<file path="config.mk">
export PLATFORM = sky130hd
export DESIGN_NAME = stepper_angle_sequencer_unit
export DESIGN_NICKNAME = d
export VERILOG_FILES = /design/src/sap_pkg.sv /design/src/stepper_angle_sequencer_unit.sv /design/src/sap_front.sv /design/src/sap_queue.sv /design/src/sap_back.sv
export SDC_FILE = /design/constraint.sdc
export NUM_CORES = 1
export LEC_CHECK = 0
export BUFFER_PORTS_ARGS = -buffer_cell sky130_fd_sc_hd__buf_2
export CAP_MARGIN = 20
export CORE_ASPECT_RATIO = 1.5
export CORE_MARGIN = 5
export CORE_UTILIZATION = 36
export CTS_CLUSTER_DIAMETER = 30
export DETAILED_ROUTE_END_ITERATION = 16
export PLACE_DENSITY = 0.53
export SLEW_MARGIN = 20
export SYNTH_ARGS = -nofsm -noshare
export SYNTH_HDL_FRONTEND = slang
export SYNTH_SLANG_ARGS = --single-unit
</file>
<file path="constraint.sdc">
create_clock -name i_clk -period 12.8 [get_ports i_clk]
set_input_delay 0 -clock i_clk [delete_from_list [all_inputs] [get_ports i_clk]]
set_output_delay 0 -clock i_clk [all_outputs]
set_load 0.05 [all_outputs]
</file>
<file path="src/sap_pkg.sv">
// Shared types and constants for the stepper angle sequencer.
package sap_pkg;

    localparam int NUM_MOTORS  = 4;
    localparam int MOTOR_IDX_W = (NUM_MOTORS > 1) ? $clog2(NUM_MOTORS) : 1;
    localparam int QUEUE_DEPTH = 2;
    localparam int QPTR_W      = (QUEUE_DEPTH > 1) ? $clog2(QUEUE_DEPTH) : 1;
    localparam int QCNT_W      = $clog2(QUEUE_DEPTH + 1);

    localparam logic [3:0] COIL_STOP  = 4'hF;
    localparam logic [3:0] COIL_START = 4'h9;

    localparam logic [7:0]  SPA_RESET   = 8'd8;
    localparam logic [15:0] STALL_RESET = 16'd100;

    localparam int CFG_IDX_W  = 1;
    localparam int CFG_DATA_W = 16;
    localparam logic [CFG_IDX_W-1:0] CFG_STEPS_PER_UNIT = 1'd0;
    localparam logic [CFG_IDX_W-1:0] CFG_STALL_DURATION = 1'd1;

    typedef enum logic [1:0] {
        CMD_TICK  = 2'd0,
        CMD_ADD   = 2'd1,
        CMD_STALL = 2'd2,
        CMD_STOP  = 2'd3
    } t_cmd;

    typedef struct packed {
        logic [1:0]         command;
        logic [1:0]         motor_id;
        logic signed [31:0] angle_delta;
        logic               stall_direction;
        logic               end_stop;
    } t_in_item;

    typedef struct packed {
        logic               coil_write;
        logic [3:0]         coil_pattern;
        logic [2:0]         motor_mode;
        logic signed [31:0] remaining_angle;
        logic               move_done;
        logic               end_stop_reached;
        logic               timed_out;
    } t_out_item;

    typedef struct packed {
        t_cmd                   kind;
        logic                   in_range;
        logic [MOTOR_IDX_W-1:0] motor;
        logic signed [31:0]     angle_delta;
        logic                   stall_max;
        logic                   end_stop;
    } t_op;

    typedef struct packed {
        logic [7:0]  steps_per_unit;
        logic [15:0] stall_duration;
    } t_cfg;

endpackage

</file>
<file path="src/stepper_angle_sequencer_unit.sv">
// Top level of the stepper angle sequencer: configuration, front, queue and back.
// An input transfer is registered first in the queue and then in the output register
// before it can appear as an output transfer.
// Throughput: one item per cycle while the output is not stalled; the per-motor read-modify-write in the back sets it.
// A two-entry queue lets input transfers continue while the output is held.
// Synchronous active-low reset: all motors stopped, coil 0x9, counters and angles 0,
// steps per unit 8, stall_duration 100, queue and output empty.
module stepper_angle_sequencer_unit (
    input  logic                              i_clk,
    input  logic                              i_rst_n,
    input  logic                              i_in_valid,
    output logic                              o_in_stall,
    input  sap_pkg::t_in_item                 i_in_data,
    output logic                              o_out_valid,
    input  logic                              i_out_stall,
    output sap_pkg::t_out_item                o_out_data,
    input  logic                              i_cfg_we,
    input  logic [sap_pkg::CFG_IDX_W-1:0]     i_cfg_index,
    input  logic [sap_pkg::CFG_DATA_W-1:0]    i_cfg_wdata
);

    sap_pkg::t_cfg r_cfg;
    sap_pkg::t_op  front_op;
    sap_pkg::t_op  q_op;
    logic          push;
    logic          pop;
    logic          q_full;
    logic          q_valid;

    always_ff @(posedge i_clk) begin
        if (!i_rst_n) begin
            r_cfg.steps_per_unit <= sap_pkg::SPA_RESET;
            r_cfg.stall_duration <= sap_pkg::STALL_RESET;
        end else if (i_cfg_we) begin
            unique case (i_cfg_index)
                sap_pkg::CFG_STEPS_PER_UNIT: r_cfg.steps_per_unit <= i_cfg_wdata[7:0];
                sap_pkg::CFG_STALL_DURATION: r_cfg.stall_duration <= i_cfg_wdata;
                default: r_cfg <= r_cfg;
            endcase
        end
    end

    sap_front u_front (
        .i_in_valid (i_in_valid),
        .i_in_data  (i_in_data),
        .i_q_full   (q_full),
        .o_in_stall (o_in_stall),
        .o_push     (push),
        .o_op       (front_op)
    );

    sap_queue u_queue (
        .i_clk   (i_clk),
        .i_rst_n (i_rst_n),
        .i_push  (push),
        .i_op    (front_op),
        .i_pop   (pop),
        .o_full  (q_full),
        .o_valid (q_valid),
        .o_op    (q_op)
    );

    sap_back u_back (
        .i_clk       (i_clk),
        .i_rst_n     (i_rst_n),
        .i_cfg       (r_cfg),
        .i_q_valid   (q_valid),
        .i_op        (q_op),
        .o_pop       (pop),
        .i_out_stall (i_out_stall),
        .o_out_valid (o_out_valid),
        .o_out_data  (o_out_data)
    );

endmodule

</file>
<file path="src/sap_front.sv">
// Front end: accepts input transfers and classifies them into queue operations.
module sap_front (
    input  logic             i_in_valid,
    input  sap_pkg::t_in_item i_in_data,
    input  logic             i_q_full,
    output logic             o_in_stall,
    output logic             o_push,
    output sap_pkg::t_op     o_op
);

    always_comb begin
        o_in_stall       = i_q_full;
        o_push           = i_in_valid && !i_q_full;
        o_op.kind        = sap_pkg::t_cmd'(i_in_data.command);
        o_op.in_range    = ({3'b000, i_in_data.motor_id} < 5'(sap_pkg::NUM_MOTORS));
        o_op.motor       = sap_pkg::MOTOR_IDX_W'(i_in_data.motor_id);
        o_op.angle_delta = i_in_data.angle_delta;
        o_op.stall_max   = i_in_data.stall_direction;
        o_op.end_stop    = i_in_data.end_stop;
    end

endmodule

</file>
<file path="src/sap_queue.sv">
// Short FIFO of classified operations between front and back.
module sap_queue (
    input  logic         i_clk,
    input  logic         i_rst_n,
    input  logic         i_push,
    input  sap_pkg::t_op i_op,
    input  logic         i_pop,
    output logic         o_full,
    output logic         o_valid,
    output sap_pkg::t_op o_op
);

    sap_pkg::t_op                r_mem [sap_pkg::QUEUE_DEPTH];
    logic [sap_pkg::QPTR_W-1:0]  r_wr_ptr;
    logic [sap_pkg::QPTR_W-1:0]  r_rd_ptr;
    logic [sap_pkg::QCNT_W-1:0]  r_count;
    logic [sap_pkg::QPTR_W-1:0]  n_wr_ptr;
    logic [sap_pkg::QPTR_W-1:0]  n_rd_ptr;
    logic [sap_pkg::QCNT_W-1:0]  n_count;

    always_comb begin
        n_wr_ptr = r_wr_ptr;
        n_rd_ptr = r_rd_ptr;
        n_count  = r_count;
        if (i_push) begin
            n_wr_ptr = (r_wr_ptr == sap_pkg::QPTR_W'(sap_pkg::QUEUE_DEPTH - 1)) ?
                       '0 : r_wr_ptr + 1'b1;
        end
        if (i_pop) begin
            n_rd_ptr = (r_rd_ptr == sap_pkg::QPTR_W'(sap_pkg::QUEUE_DEPTH - 1)) ?
                       '0 : r_rd_ptr + 1'b1;
        end
        if (i_push && !i_pop) begin
            n_count = r_count + 1'b1;
        end else if (!i_push && i_pop) begin
            n_count = r_count - 1'b1;
        end
    end

    always_ff @(posedge i_clk) begin
        if (!i_rst_n) begin
            r_wr_ptr <= '0;
            r_rd_ptr <= '0;
            r_count  <= '0;
        end else begin
            r_wr_ptr <= n_wr_ptr;
            r_rd_ptr <= n_rd_ptr;
            r_count  <= n_count;
        end
    end

    always_ff @(posedge i_clk) begin
        if (i_push) begin
            r_mem[r_wr_ptr] <= i_op;
        end
    end

    assign o_full  = (r_count == sap_pkg::QCNT_W'(sap_pkg::QUEUE_DEPTH));
    assign o_valid = (r_count != '0);
    assign o_op    = r_mem[r_rd_ptr];

endmodule

</file>
<file path="src/sap_back.sv">
// Back end: per-motor state, command execution and the output register.
module sap_back (
    input  logic              i_clk,
    input  logic              i_rst_n,
    input  sap_pkg::t_cfg     i_cfg,
    input  logic              i_q_valid,
    input  sap_pkg::t_op      i_op,
    output logic              o_pop,
    input  logic              i_out_stall,
    output logic              o_out_valid,
    output sap_pkg::t_out_item o_out_data
);

    typedef enum logic [2:0] {
        MODE_STOPPED   = 3'd0,
        MODE_CW        = 3'd1,
        MODE_CCW       = 3'd2,
        MODE_STALL_MIN = 3'd3,
        MODE_STALL_MAX = 3'd4
    } t_mode;

    t_mode              r_mode  [sap_pkg::NUM_MOTORS];
    logic [3:0]         r_phase [sap_pkg::NUM_MOTORS];
    logic [7:0]         r_steps [sap_pkg::NUM_MOTORS];
    logic signed [31:0] r_angle [sap_pkg::NUM_MOTORS];
    logic [15:0]        r_timer [sap_pkg::NUM_MOTORS];

    logic               r_out_valid;
    sap_pkg::t_out_item r_out_data;

    t_mode              cur_mode;
    logic [3:0]         cur_phase;
    logic [7:0]         cur_steps;
    logic signed [31:0] cur_angle;
    logic [15:0]        cur_timer;

    t_mode              n_mode;
    logic [3:0]         n_phase;
    logic [7:0]         n_steps;
    logic signed [31:0] n_angle;
    logic [15:0]        n_timer;
    logic               wrote;
    logic [3:0]         pat;
    logic [3:0]         rot_cw;
    logic [3:0]         rot_ccw;
    logic [7:0]         steps_inc;
    logic signed [32:0] sum;
    sap_pkg::t_out_item n_out_data;

    assign o_pop = i_q_valid && (!r_out_valid || !i_out_stall);

    always_comb begin
        cur_mode  = r_mode[i_op.motor];
        cur_phase = r_phase[i_op.motor];
        cur_steps = r_steps[i_op.motor];
        cur_angle = r_angle[i_op.motor];
        cur_timer = r_timer[i_op.motor];
        rot_cw    = {cur_phase[2:0], cur_phase[3]};
        rot_ccw   = {cur_phase[0], cur_phase[3:1]};
        steps_inc = cur_steps + 8'd1;
        sum       = 33'(cur_angle) + 33'(i_op.angle_delta);

        n_mode  = cur_mode;
        n_phase = cur_phase;
        n_steps = cur_steps;
        n_angle = cur_angle;
        n_timer = cur_timer;
        wrote   = 1'b0;
        pat     = 4'h0;

        unique case (i_op.kind)
            sap_pkg::CMD_TICK: begin
                unique case (cur_mode)
                    MODE_STALL_MIN, MODE_STALL_MAX: begin
                        if (cur_timer == 16'd0) begin
                            n_mode = MODE_STOPPED;
                        end else begin
                            n_phase = (cur_mode == MODE_STALL_MAX) ? rot_cw : rot_ccw;
                            pat     = n_phase;
                            wrote   = 1'b1;
                            n_timer = cur_timer - 16'd1;
                            n_steps = 8'd0;
                        end
                    end
                    MODE_CW, MODE_CCW: begin
                        n_phase = (cur_mode == MODE_CW) ? rot_cw : rot_ccw;
                        pat     = n_phase;
                        wrote   = 1'b1;
                        n_steps = steps_inc;
                        if (steps_inc == i_cfg.steps_per_unit) begin
                            n_steps = 8'd0;
                            if (cur_angle > 0) begin
                                if (cur_mode == MODE_CW) begin
                                    n_angle = cur_angle - 32'sd1;
                                end else begin
                                    n_mode = MODE_CW;
                                end
                            end else if (cur_angle < 0) begin
                                if (cur_mode == MODE_CW) begin
                                    n_mode = MODE_CCW;
                                end else begin
                                    n_angle = cur_angle + 32'sd1;
                                end
                            end else begin
                                n_mode = MODE_STOPPED;
                            end
                        end
                    end
                    MODE_STOPPED: begin
                        pat   = sap_pkg::COIL_STOP;
                        wrote = 1'b1;
                        if (cur_angle > 0) begin
                            n_mode = MODE_CW;
                        end else if (cur_angle < 0) begin
                            n_mode = MODE_CCW;
                        end
                    end
                    default: begin
                        n_mode = MODE_STOPPED;
                    end
                endcase
            end
            sap_pkg::CMD_ADD: begin
                // saturate on overflow
                if (sum[32] != sum[31]) begin
                    n_angle = sum[32] ? 32'sh8000_0000 : 32'sh7FFF_FFFF;
                end else begin
                    n_angle = sum[31:0];
                end
            end
            sap_pkg::CMD_STALL: begin
                if (cur_timer == 16'd0) begin
                    n_timer = i_cfg.stall_duration;
                    n_mode  = i_op.stall_max ? MODE_STALL_MAX : MODE_STALL_MIN;
                end
            end
            sap_pkg::CMD_STOP: begin
                n_mode  = MODE_STOPPED;
                n_angle = '0;
            end
            default: begin
                n_mode = cur_mode;
            end
        endcase

        if (i_op.in_range) begin
            n_out_data.coil_write       = wrote;
            n_out_data.coil_pattern     = pat;
            n_out_data.motor_mode       = n_mode;
            n_out_data.remaining_angle  = n_angle;
            n_out_data.move_done        = (n_angle == 32'sd0);
            n_out_data.end_stop_reached = i_op.end_stop;
            n_out_data.timed_out        = (n_timer == 16'd0);
        end else begin
            n_out_data = '0;
        end
    end

    always_ff @(posedge i_clk) begin
        if (!i_rst_n) begin
            for (int i = 0; i < sap_pkg::NUM_MOTORS; i++) begin
                r_mode[i]  <= MODE_STOPPED;
                r_phase[i] <= sap_pkg::COIL_START;
                r_steps[i] <= 8'd0;
                r_angle[i] <= '0;
                r_timer[i] <= 16'd0;
            end
            r_out_valid <= 1'b0;
        end else begin
            if (o_pop && i_op.in_range) begin
                r_mode[i_op.motor]  <= n_mode;
                r_phase[i_op.motor] <= n_phase;
                r_steps[i_op.motor] <= n_steps;
                r_angle[i_op.motor] <= n_angle;
                r_timer[i_op.motor] <= n_timer;
            end
            if (o_pop) begin
                r_out_valid <= 1'b1;
            end else if (!i_out_stall) begin
                r_out_valid <= 1'b0;
            end
        end
    end

    always_ff @(posedge i_clk) begin
        if (o_pop) begin
            r_out_data <= n_out_data;
        end
    end

    assign o_out_valid = r_out_valid;
    assign o_out_data  = r_out_data;

endmodule
</file>
==> qor.csv <==
metric;value;unit
# Post-CTS Setup Buffers;0;
drc violations;0;
Die X;211.3;um
min-delay src;i_in_data[35];
register clock-pin slew on the reported worst setup and hold paths;0.05;ns
ys flop type;edfxtp_1;
setup_tns;0;ns
row count;110;
Max Clock Freq;124.4;MHz
final WL;71140;um
worst-skew pair later-pin latency;0.60;ns
GPL Wtd Cong;0.9648;
share of post-route cells with drive strength above 1;18.30;%
CTS Root Cell;clkbuf_16;
Synth top cells by count;edfxtp_1 (371), nor2_1 (369), nand2_1 (157);
worst-path maximum fanout;54;
worst path required time;13.20;ns
CP startpoint kind;register;
Tot GR Track Use;21.14;%
CP Cell Sequence;buf_4, mux2_8, buf_4, mux4_2, ha_1, a21o_1, a211o_1, o21ai_0, a21oi_1, a41o_1, a21oi_1, nor2_1, buf_4, a221oi_1, and4_1, nand4_1, nor4b_1;
Critical Path Stages;17;
CP max stage delay;0.87;ns
CTS max path bufs;3;
slew margin rel.;27.76;%
# diodes;0;
Hold Path Stages;2;
CTS Buf Count;67;
maximum VDD drop;120.8;uV
minimum clock period;8.038;ns
core utilization of the finished layout;43.75;%
Sw Pwr;3.029;mW
CP Class;reg2reg;
synthesized cell area;21870;sq um
Final Slew Violations;0;
worst reg-to-reg path cell count;17;
Hold Slack;0.1347;ns
clock sink total;401;
total gr overflow;0;
final worst setup slack;4.762;ns
Worst R2R Setup Slack;4.76;ns
fin crit share;62.80;%
hold path endpoint;u_queue.r_mem[0][35];
Avg Inst Size Synth;11.35;sq um
dpl ws;4.837;ns
DRT Pass-1 Iters;6;
fill cell count;5619;
Syn. warnings;0;
via count;16701;
I/O Buffers;104;
unrepaired setup endpoints after global routing;false;
worst endpoint data arrival time;8.43;ns
Comb power frac;46.7;%
Syn Inst Count;1927;
I/O pin count;105;
CP delay by family, top;compound AO/OA/AOI/OAI gates;
HP Class;in2reg;
status;completed;
Slowest cell on crit path;a221oi_1;
Initial Utilization;36.37;%
internal power;3.935;mW
largest net degree at the start of global routing;61;
first-pass GRT wire length;106000;um
P&R area growth vs syn;20.30;%
Crit. End Element;register;
most used cell, CP;buf_4;
asr flop ratio synth;0;%
die area;65890;sq um
Initial DRC Count;1198;
Routed Antenna Nets;0;
DP Wirelength;49560;um
power density over the cells;264.7;nW/um^2
Seq/Total Area, Yosys;53.68;%
reg2reg end;u_back.o_out_data[2];
die height;311.9;um
drt wl/cell;24.13;um
sequential share of power;26.5;%
LEAKAGE;9.750;nW
Post-synth EDFFs;371;
H-Tree Depth;3;
initial antenna violation count;0;
Yosys top cell by area;edfxtp_1;
actual slew at the worst max-slew pin;1.074;ns
Buf+Inv Stages, Crit Path;3;
max_cap viols;0;
Syn Nets;2026;
Net Sw Frac;43.50;%
flop and latch count out of synthesis;401;
Fin. Hold Viols;0;
vias in the first global route;17274;
Fin Clk Skew;0.02651;ns
Synth top area share;50.94;%
core area;60150;sq um
endpoints failing setup;0;
number of vias per cell;5.665;
number of nets in the layout;2209;
Synth area leaders;edfxtp_1 (51%), nor2_1 (6.3%), mux4_2 (6.2%), dfxtp_1 (2.7%), nand2_1 (2.7%);
leading cell type by number of instances after synthesis;edfxtp_1;
CTS tree;built;
Clk pwr share;26.8;%
Unique masters post-synth;95;
-- cell families (layout without fill, tap and decap cells) --
family / Yosys count / after routing / synth area share (%)
muxes: 155 / 155 / 11.25
xor gates and xnor gates: 67 / 67 / 2.683
and+or+nand+nor: 762 / 762 / 16.05
AOI/OAI and AO/OA: 341 / 341 / 10.50
DFF: 401 / 401 / 53.68
buffers and inverters: 158 / 395 / 3.392
adders and majority gates: 43 / 43 / 2.448
-- layout by cell type, fill, tap and decap left out, types with 15 or more instances in the layout --
master,Yosys,routed
a21boi_0,25,25
or3_1,15,15
a21oi_1,88,88
inv_1,64,63
edfxtp_1,371,371
dfxtp_1,30,29
nand3_1,43,40
clkbuf_16,0,74
xnor2_1,30,30
mux2_2,41,40
nand4_1,25,25
mux2i_1,46,43
nand2_1,157,153
ha_1,38,38
o21ai_0,49,49
dlygate4sd3_1,0,69
and3_1,17,16
a211oi_1,26,26
nor3_1,35,34
a31oi_1,17,17
buf_2,7,104
nor2_1,369,368
xor2_1,37,37
and2_1,28,28
mux4_2,60,60
buf_4,7,35
o211ai_1,15,15
-- sequential cells by signal (all words and copies together) (netlist names), named ones only --
name                cells
u_queue.r_rd_ptr        1
u_queue.r_wr_ptr        1
u_back.r_steps         32
u_queue.r_mem          76
u_queue.r_count         2
r_cfg                  24
u_back.r_mode          12
u_back.r_timer         64
u_back.r_angle        128
u_back.o_out_valid      1
u_back.o_out_data      43
u_back.r_phase         16
-- stage by stage --
step                instances  cell area, sq um  total power, mW
floorplan                1927             21870            4.073
global placement         2756             23240            5.081
detailed placement       2756             23240            5.094
CTS                      2948             26310            7.008
global route             2948             26310            7.307
finish                   2948             26310            6.964
-- area by class of cell --
cell class,count,area [sq um],area share [%]
clock buffer,79,1871,7.109
inverter,64,240.2,0.9130
sequential,401,11740,44.63
tap,784,980.9,3.728
clock inverter,44,511.7,1.945
timing repair buffer,208,1474,5.602
multi-input combinational,1368,9492,36.07
-- power groups by stage --
stage / registers [mW] / logic (mW) / clock network [mW]
after floorplan: 2.10 / 1.97 / 0
after global placement: 1.87 / 3.21 / 0
after detailed placement: 1.87 / 3.22 / 0
after CTS: 1.85 / 3.25 / 1.90
after global routing: 1.87 / 3.48 / 1.96
final: 1.85 / 3.25 / 1.87
-- what timing repair did --
item | 4_1_cts | 5_1_grt
setup endpoints to repair | 0 | 0
hold endpoints to repair | 102 | 0
resized for setup | 0 | 0
hold buffers | 69 | 0
-- layer usage --
metal  GRT usage (%)  share of wire, %  vias to the layer above
li1                -                 -                     7599
met1           23.53                37                     8285
met2           38.90                53                      625
met3           3.069               4.7                      192
met4           10.48               5.3                        0
met5               0                 0                        -
-- worst register-to-register path, stage by stage, from the launching register on --
cell and delay [ns]:
dfxtp_2 0.31, buf_4 0.53, mux2_8 0.72, buf_4 0.80
mux4_2 0.75, ha_1 0.40, a21o_1 0.20, a211o_1 0.33
o21ai_0 0.42, a21oi_1 0.31, a41o_1 0.37, a21oi_1 0.62
nor2_1 0.08, buf_4 0.22, a221oi_1 0.87, and4_1 0.43
nand4_1 0.13, nor4b_1 0.34
-- worst max path at each step --
| stage | start | end |
|---|---|---|
| final | register | u_back.o_out_data[2] |
| after global routing | register | u_back.o_out_data[2] |
| after CTS | register | u_back.o_out_data[2] |
| after detailed placement | register | u_back.o_out_data[2] |
| after global placement | register | u_back.o_out_data[2] |
| after floorplan | register | u_back.r_angle[3][0] |
Power figures use the tool's default switching activity.
